File: config.mk
export PLATFORM = sky130hd
export DESIGN_NAME = window_level_to_bgr24_top
export DESIGN_NICKNAME = d
export VERILOG_FILES = /design/src/hdl/wlbgr_pkg.sv /design/src/hdl/wlbgr_lane.sv /design/src/hdl/wlbgr_frame.sv /design/src/hdl/window_level_to_bgr24_top.sv
export SDC_FILE = /design/constraint.sdc
export NUM_CORES = 2
export LEC_CHECK = 0
export BUFFER_PORTS_ARGS = -buffer_cell sky130_fd_sc_hd__buf_2
export CORE_ASPECT_RATIO = 1.1
export CORE_MARGIN = 1
export CORE_UTILIZATION = 69
export CTS_BUF_LIST = sky130_fd_sc_hd__clkbuf_8 sky130_fd_sc_hd__clkbuf_16
export DETAILED_ROUTE_END_ITERATION = 12
export PLACE_DENSITY = 0.88
export REMOVE_ABC_BUFFERS = 1
export SLEW_MARGIN = 10
export SYNTH_ARGS = -nofsm -noshare
export SYNTH_HDL_FRONTEND = slang
export SYNTH_SLANG_ARGS = --single-unit
File: constraint.sdc
create_clock -name clk -period 11.42 [get_ports clk]
set_clock_uncertainty 0.2 [all_clocks]
set_input_delay 1.142 -clock clk [delete_from_list [all_inputs] [get_ports clk]]
set_output_delay 1.142 -clock clk [all_outputs]
set_load 0.02 [all_outputs]
File: src/hdl/wlbgr_pkg.sv
package wlbgr_pkg;

  // field widths
  localparam int SampleW = 17;
  localparam int DiffW   = 18;
  localparam int GainW   = 20;
  localparam int DimW    = 13;
  localparam int ProdW   = 37;
  localparam int FracW   = 12;
  localparam int PadW    = 2;

  // widest kept row; display_width is capped here
  localparam logic [DimW:0] MaxLine = 14'd4096;
  localparam logic [DimW-1:0] CntMax = 13'd8191;

  // force_level codes
  localparam logic [1:0] FORCE_NONE  = 2'd0;
  localparam logic [1:0] FORCE_BLACK = 2'd1;
  localparam logic [1:0] FORCE_WHITE = 2'd2;

  // register indexes
  localparam logic [2:0] REG_COLOR_MODE  = 3'd0;
  localparam logic [2:0] REG_FORCE_LEVEL = 3'd1;
  localparam logic [2:0] REG_LOW_THRESH  = 3'd2;
  localparam logic [2:0] REG_HIGH_THRESH = 3'd3;
  localparam logic [2:0] REG_BLACK_OFS   = 3'd4;
  localparam logic [2:0] REG_GAIN        = 3'd5;
  localparam logic [2:0] REG_DISP_WIDTH  = 3'd6;
  localparam logic [2:0] REG_DISP_HEIGHT = 3'd7;

  // per-sample class found in the first lane stage
  typedef enum logic [1:0] {
    CLS_ZERO  = 2'd0,
    CLS_FULL  = 2'd1,
    CLS_SCALE = 2'd2
  } sample_cls_t;

  // transfer settings shared by the lanes
  typedef struct packed {
    logic [1:0]                force_level;
    logic signed [SampleW-1:0] low_threshold;
    logic signed [SampleW-1:0] high_threshold;
    logic signed [SampleW-1:0] black_offset;
    logic [GainW-1:0]          gain_q12;
  } map_cfg_t;

  // crop settings for the row/frame tracker
  typedef struct packed {
    logic            color_mode;
    logic [DimW-1:0] display_width;
    logic [DimW-1:0] display_height;
  } crop_cfg_t;

  // row/frame sideband that travels beside the lanes
  typedef struct packed {
    logic [PadW-1:0] pad_after;
    logic            row_end;
    logic            frame_end;
  } side_t;

  function automatic logic [DimW-1:0] sat_inc(input logic [DimW-1:0] c);
    sat_inc = (c >= CntMax) ? CntMax : c + 1'b1;
  endfunction

endpackage

File: src/hdl/wlbgr_lane.sv
module wlbgr_lane (
  input  logic                               clk,
  input  logic                               en_cls,
  input  logic                               en_mul,
  input  logic signed [wlbgr_pkg::SampleW-1:0] sample,
  input  wlbgr_pkg::map_cfg_t                cfg,
  output logic [7:0]                         byte_out
);
  import wlbgr_pkg::*;

  sample_cls_t              cls_r, cls_nxt;
  logic [SampleW-1:0]       mag_r, mag_nxt;
  sample_cls_t              pcls_r;
  logic [ProdW-1:0]         prod_r;
  logic signed [DiffW-1:0]  diff;
  logic [ProdW-FracW-1:0]   scaled;

  // classify the sample and take the offset difference
  always_comb begin
    diff = DiffW'(sample) - DiffW'(cfg.black_offset);
    mag_nxt = diff[SampleW-1:0];
    if (cfg.force_level == FORCE_BLACK) begin
      cls_nxt = CLS_ZERO;
    end else if (cfg.force_level == FORCE_WHITE) begin
      cls_nxt = CLS_FULL;
    end else if (sample < cfg.low_threshold) begin
      cls_nxt = CLS_ZERO;
    end else if (sample >= cfg.high_threshold) begin
      cls_nxt = CLS_FULL;
    end else if (diff[DiffW-1] || (diff == '0)) begin
      cls_nxt = CLS_ZERO;
    end else begin
      cls_nxt = CLS_SCALE;
    end
  end

  always_ff @(posedge clk) begin
    if (en_cls) begin
      cls_r <= cls_nxt;
      mag_r <= mag_nxt;
    end
  end

  // gain multiply
  always_ff @(posedge clk) begin
    if (en_mul) begin
      pcls_r <= cls_r;
      prod_r <= ProdW'(mag_r) * ProdW'(cfg.gain_q12);
    end
  end

  // drop the fraction and saturate to a byte
  always_comb begin
    scaled = prod_r[ProdW-1:FracW];
    case (pcls_r)
      CLS_ZERO:  byte_out = 8'd0;
      CLS_FULL:  byte_out = 8'd255;
      CLS_SCALE: byte_out = (|scaled[ProdW-FracW-1:8]) ? 8'd255 : scaled[7:0];
      default:   byte_out = 8'd0;
    endcase
  end

endmodule

File: src/hdl/wlbgr_frame.sv
module wlbgr_frame (
  input  logic                 clk,
  input  logic                 rst_n,
  input  logic                 accept,
  input  logic                 row_last,
  input  logic                 frame_last,
  input  wlbgr_pkg::crop_cfg_t cfg,
  output logic                 emit,
  output wlbgr_pkg::side_t     side
);
  import wlbgr_pkg::*;

  logic [DimW-1:0] col_r, col_nxt;
  logic [DimW-1:0] row_r, row_nxt;
  logic [DimW-1:0] kept_w;
  logic            ends;
  logic            rend;
  logic            fend;

  // crop decision and row/frame end flags
  always_comb begin
    ends   = row_last || frame_last;
    kept_w = ({1'b0, cfg.display_width} > MaxLine) ? DimW'(MaxLine) : cfg.display_width;
    if (cfg.color_mode) begin
      emit = 1'b1;
      rend = ends;
      fend = frame_last;
    end else begin
      emit = (col_r < kept_w) && (row_r < cfg.display_height);
      rend = ends || (({1'b0, col_r} + 1'b1) == {1'b0, kept_w});
      fend = frame_last ||
             (rend && (({1'b0, row_r} + 1'b1) == {1'b0, cfg.display_height}));
    end
    side.row_end   = rend;
    side.frame_end = fend;
    side.pad_after = rend ? (col_r[PadW-1:0] + 1'b1) : '0;
  end

  // column and row counters
  always_comb begin
    col_nxt = col_r;
    row_nxt = row_r;
    if (accept) begin
      if (ends) begin
        col_nxt = '0;
        row_nxt = frame_last ? '0 : sat_inc(row_r);
      end else begin
        col_nxt = sat_inc(col_r);
      end
    end
  end

  always_ff @(posedge clk) begin
    if (!rst_n) begin
      col_r <= '0;
      row_r <= '0;
    end else begin
      col_r <= col_nxt;
      row_r <= row_nxt;
    end
  end

endmodule

File: src/hdl/window_level_to_bgr24_top.sv
// an accepted pixel passes the class, multiply and output registers before it reaches the output
// one pixel per cycle unless out_tready stalls; each of three lanes has one 17x20 multiplier
// cropped pixels take an input slot but give no output request
// reset: synchronous, active low; clears pipeline valids, row/column counters and
// returns every configuration register to its default
module window_level_to_bgr24_top (
  input  logic                        clk,
  input  logic                        rst_n,
  // configuration write port
  input  logic                        cfg_we,
  input  logic [2:0]                  cfg_index,
  input  logic [wlbgr_pkg::GainW-1:0] cfg_wdata,
  // input pixels
  input  logic                        in_tvalid,
  output logic                        in_tready,
  input  logic [55:0]                 in_tdata,  // gray_or_red, green_sample, blue_sample
  input  logic                        in_tlast,  // row_last
  input  logic                        in_tuser,  // frame_last
  // output bgr bytes
  output logic                        out_tvalid,
  input  logic                        out_tready,
  output logic [31:0]                 out_tdata, // blue_byte, green_byte, red_byte, pad_after
  output logic                        out_tlast, // row_end
  output logic                        out_tuser  // frame_end
);
  import wlbgr_pkg::*;

  // configuration registers
  logic                       color_mode_r;
  logic [1:0]                 force_level_r;
  logic signed [SampleW-1:0]  low_thr_r;
  logic signed [SampleW-1:0]  high_thr_r;
  logic signed [SampleW-1:0]  black_ofs_r;
  logic [GainW-1:0]           gain_r;
  logic [DimW-1:0]            disp_w_r;
  logic [DimW-1:0]            disp_h_r;

  always_ff @(posedge clk) begin
    if (!rst_n) begin
      color_mode_r  <= 1'b0;
      force_level_r <= FORCE_NONE;
      low_thr_r     <= '0;
      high_thr_r    <= SampleW'(255);
      black_ofs_r   <= '0;
      gain_r        <= GainW'(4096);
      disp_w_r      <= DimW'(256);
      disp_h_r      <= DimW'(256);
    end else if (cfg_we) begin
      case (cfg_index)
        REG_COLOR_MODE:  color_mode_r  <= cfg_wdata[0];
        REG_FORCE_LEVEL: force_level_r <= cfg_wdata[1:0];
        REG_LOW_THRESH:  low_thr_r     <= cfg_wdata[SampleW-1:0];
        REG_HIGH_THRESH: high_thr_r    <= cfg_wdata[SampleW-1:0];
        REG_BLACK_OFS:   black_ofs_r   <= cfg_wdata[SampleW-1:0];
        REG_GAIN:        gain_r        <= cfg_wdata;
        REG_DISP_WIDTH:  disp_w_r      <= cfg_wdata[DimW-1:0];
        REG_DISP_HEIGHT: disp_h_r      <= cfg_wdata[DimW-1:0];
        default: ;
      endcase
    end
  end

  map_cfg_t  map_cfg;
  crop_cfg_t crop_cfg;

  assign map_cfg.force_level    = force_level_r;
  assign map_cfg.low_threshold  = low_thr_r;
  assign map_cfg.high_threshold = high_thr_r;
  assign map_cfg.black_offset   = black_ofs_r;
  assign map_cfg.gain_q12       = gain_r;
  assign crop_cfg.color_mode     = color_mode_r;
  assign crop_cfg.display_width  = disp_w_r;
  assign crop_cfg.display_height = disp_h_r;

  // pipeline handshake: each stage moves when the one after it is empty or moving
  logic  s1_v_r, s1_v_nxt;
  logic  s2_v_r, s2_v_nxt;
  logic  out_v_r, out_v_nxt;
  logic  out_adv, s2_adv, s1_adv;
  logic  accept;
  logic  emit;
  side_t side_in;
  side_t s1_side_r, s2_side_r, out_side_r;

  assign out_adv   = !out_v_r || out_tready;
  assign s2_adv    = !s2_v_r || out_adv;
  assign s1_adv    = !s1_v_r || s2_adv;
  assign in_tready = s1_adv;
  assign accept    = in_tvalid && in_tready;

  assign s1_v_nxt  = s1_adv ? (accept && emit) : s1_v_r;
  assign s2_v_nxt  = s2_adv ? s1_v_r : s2_v_r;
  assign out_v_nxt = out_adv ? s2_v_r : out_v_r;

  always_ff @(posedge clk) begin
    if (!rst_n) begin
      s1_v_r  <= 1'b0;
      s2_v_r  <= 1'b0;
      out_v_r <= 1'b0;
    end else begin
      s1_v_r  <= s1_v_nxt;
      s2_v_r  <= s2_v_nxt;
      out_v_r <= out_v_nxt;
    end
  end

  // row/frame tracking and crop
  wlbgr_frame u_frame (
    .clk        (clk),
    .rst_n      (rst_n),
    .accept     (accept),
    .row_last   (in_tlast),
    .frame_last (in_tuser),
    .cfg        (crop_cfg),
    .emit       (emit),
    .side       (side_in)
  );

  // sideband follows the lanes
  always_ff @(posedge clk) begin
    if (s1_adv) begin
      s1_side_r <= side_in;
    end
    if (s2_adv) begin
      s2_side_r <= s1_side_r;
    end
  end

  // three mapping lanes
  logic [7:0] red_lane, green_lane, blue_lane;

  wlbgr_lane u_lane_red (
    .clk      (clk),
    .en_cls   (s1_adv),
    .en_mul   (s2_adv),
    .sample   (in_tdata[SampleW-1:0]),
    .cfg      (map_cfg),
    .byte_out (red_lane)
  );

  wlbgr_lane u_lane_green (
    .clk      (clk),
    .en_cls   (s1_adv),
    .en_mul   (s2_adv),
    .sample   (in_tdata[2*SampleW-1:SampleW]),
    .cfg      (map_cfg),
    .byte_out (green_lane)
  );

  wlbgr_lane u_lane_blue (
    .clk      (clk),
    .en_cls   (s1_adv),
    .en_mul   (s2_adv),
    .sample   (in_tdata[3*SampleW-1:2*SampleW]),
    .cfg      (map_cfg),
    .byte_out (blue_lane)
  );

  // merge: gray mode copies the first lane to all three bytes
  logic [7:0] red_r, green_r, blue_r;

  always_ff @(posedge clk) begin
    if (out_adv && s2_v_r) begin
      red_r      <= red_lane;
      green_r    <= color_mode_r ? green_lane : red_lane;
      blue_r     <= color_mode_r ? blue_lane : red_lane;
      out_side_r <= s2_side_r;
    end
  end

  assign out_tvalid = out_v_r;
  assign out_tdata  = {6'd0, out_side_r.pad_after, red_r, green_r, blue_r};
  assign out_tlast  = out_side_r.row_end;
  assign out_tuser  = out_side_r.frame_end;

endmodule
==> flow_metrics.py <==
metrics = {
    "worst_setup_path": {
        "path_class": "reg2reg",
        "worstPathMaxFanout": 31,
        "r2r-end": "u_lane_red.prod_r[35]",
        "cp-start-kind": "register",
        "reg2reg_depth": 21,
        "end_kind": "register",
        "arrival_ns": 7.95,
        "r2r-start": "gain_r[9]",
        "crit_required_ns": 11.58,
        "r2r_slack_ns": 3.64,
    },
    "final_layout": {
        "area_growth_pct": 4.34,
        "drive_gt1_share_pct": 4.66,
        "layout.nets": 6650,
    },
    "yosys": {
        "syn_area_sq_mm": 0.0485,
        "ys_warn_count": 0,
        "synth_edf_count": 174,
        "async_flop_share_pct": 0,
        "synth_cell_types": 69,
        "netlist.area_leader.share_pct": 33.2,
        "yosysSeqAreaShare_pct": 16.1,
        "yosysMostFrequentCell": "inv_1",
        "synthTopCellsByArea": "fa_1, ha_1, edfxtp_1, inv_1, nand2_1",
        "synth_commonest_cells": "inv_1, nand2_1, fa_1",
        "postSynthAreaPerCell_sq_um": 9.06,
        "syn-instance-count": 5357,
        "ys_seq_elements": 303,
        "synth-main-ff-cell": "edfxtp_1",
        "yosysTopAreaCell": "fa_1",
    },
    "timing": {
        "fin_tns_setup_ns": 0,
        "finalCritPeriodShare_pct": 68.2,
        "maxSlewViolCount": 0,
        "period_minus_slack_ns": 7.78,
        "tightest_slew_ns": 1.02,
        "rsz0062_at_grt": "false",
        "hold_viol_final": 0,
        "layout_setup_ws_ns": 3.64,
        "fmaxAchievable_mhz": 128,
        "whs_ns": 0.223,
        "setup_viol": 0,
        "maxSlewHeadroom_pct": 31.9,
    },
    "floorplanning": {
        "start_util_pct": 70.1,
        "die-height_um": 280,
        "die-area_sq_mm": 0.0714,
        "ios": 122,
        "rows": 101,
        "core_sq_mm": 0.0693,
        "die_w_um": 255,
    },
    "placement": {
        "place_ws_ns": 3.82,
        "post-dp-hpwl_um": 90000,
        "io_buffer_count": 110,
        "gp_congestion": 0.982,
    },
    "clocking": {
        "cts_tree": "done",
        "root_buffer": "clkbuf_16",
        "clockBufferDepth": 3,
        "htree_levels": 2,
        "clk_pin_slew_worst_paths_ns": 0.07,
        "numCtsBuffers": 35,
        "clk_latency_ns": 0.59,
        "cts_hold_buf": 0,
        "cts_num_sinks": 303,
        "cts_resized": 0,
        "cts_setup_buffers": 0,
    },
    "grt": {
        "grt_max_degree": 109,
        "grt_pass1_wl_um": 198000,
        "grt_usage_pct": 35.3,
        "antenna_found_initial": 11,
        "grt_pass1_vias": 39900,
        "grt.overflow.total": 0,
    },
    "worst_hold_path": {
        "holdPathStages": 0,
        "hold-path-endpoint": "s2_side_r[1]",
        "worstHoldStart": "s1_side_r[1]",
        "hp-class": "reg2reg",
    },
    "detailed_routing": {
        "drt_wl_total_um": 120000,
        "drc": 0,
        "drt-vias-per-instance": 5.98,
        "wl_per_cell_um": 19.4,
        "drtAntennaViolNets": 0,
        "via_count": 37200,
        "firstDrtPassIters": 5,
        "drt_first_iter_violations": 2987,
    },
    "pwr": {
        "power_density_mw_per_mm2": 85.2,
        "p_leak_nw": 25.0,
        "ir_worst_vdd_uv": 110,
        "power_mw": 4.32,
    },
    "run": {
        "cap_violations": 0,
    },
    "status": {
        "status": "finished clean",
    },
}
-- area by class of cell --
type	instances	area (sq um)
Fill cell	4811	18600
Clock buffer	40	945
Tap cell	927	1160
Antenna cell	12	30.0
Inverter	1033	3880
Clock inverter	24	250
Timing Repair Buffer	140	778
Sequential cell	303	7830
Multi-Input combinational cell	3736	35800
-- placed cells by master, fill, tap and decap left out, types with 109 or more instances in the layout --
cell,count
inv_1,1038
nand2_1,863
fa_1,804
ha_1,511
and2_1,421
edfxtp_1,174
a21oi_1,142
nor2_1,124
dfxtp_1,114
buf_2,109
-- flip-flops by register name, summed over array words and instances, names as in the netlist, 20 cells and up --
name / cells
gain_r: 20
u_lane_blue.prod_r: 25
u_lane_green.prod_r: 25
u_lane_red.prod_r: 25
-- routing by layer --
| layer | part of all wire, % | track usage (%) | up-vias |
|---|---|---|---|
| met5 | 0 | 0 | - |
| met4 | 5.7 | 18.1 | 0 |
| met3 | 9.8 | 5.99 | 472 |
| li1 | - | - | 16400 |
| met1 | 36 | 44.0 | 18300 |
| met2 | 48 | 59.2 | 2017 |
-- where the power goes --
part	switching [mW]	internal (mW)	total [mW]	leakage, nW
Clock	0.529	0.672	1.20	0.602
Sequential	0.243	1.36	1.60	2.90
Combinational	0.896	0.621	1.52	21.5
Total	1.67	2.65	4.32	25.0
-- critical path: stages (launching register included) --
cell	delay (ns)
dfxtp_2	0.68
buf_4	0.49
nand2_1	0.14
fa_1	0.52
fa_1	0.59
fa_1	0.46
fa_1	0.56
inv_1	0.05
fa_1	0.47
inv_1	0.05
fa_1	0.47
inv_1	0.04
ha_1	0.32
a21oi_1	0.24
nor4b_1	0.43
a21oi_1	0.34
a31oi_1	0.32
o21ai_0	0.16
a21oi_1	0.33
nor2_1	0.14
or3_1	0.38
xor2_1	0.15
-- metrics by stage --
| stage | cell area (sq um) | utilization, % | std cells |
|---|---|---|---|
| after floorplan | 47400 | - | 5072 |
| after global placement | 49400 | 71.4 | 6139 |
| after detailed placement | 49400 | 71.4 | 6139 |
| after CTS | 50600 | 73.1 | 6203 |
| after global routing | 50700 | 73.1 | 6215 |
| final | 50700 | 73.1 | 6215 |
-- worst max-delay path by stage --
stage | slack (ns) | end | from | cells past startpoint
after detailed placement | 3.82 | u_lane_red.prod_r[35] | gain_r[10] | 21
after floorplan | 4.56 | u_lane_red.prod_r[35] | gain_r[10] | 20
final | 3.64 | u_lane_red.prod_r[35] | gain_r[9] | 21
after global routing | 3.38 | u_lane_green.prod_r[33] | gain_r[9] | 20
after global placement | 3.97 | u_lane_red.prod_r[35] | gain_r[10] | 21
after CTS | 3.77 | u_lane_red.prod_r[35] | gain_r[9] | 21
-- kinds of logic (layout without fill, tap and decap cells) --
group,count (synthesis),count (layout),share of synthesized area [%]
AND/OR/NAND/NOR,1663,1663,16.3
adder cells (fa/ha/maj),1318,1318,46.4
AO/OA/AOI/OAI,609,609,8.38
buffers and inverters,1323,1237,10.3
other,1,18,0.00773
multiplexers,1,1,0.0206
flip-flops,303,303,16.1
XOR/XNOR,139,139,2.51
No activity file was read; power rests on OpenSTA's default activity.
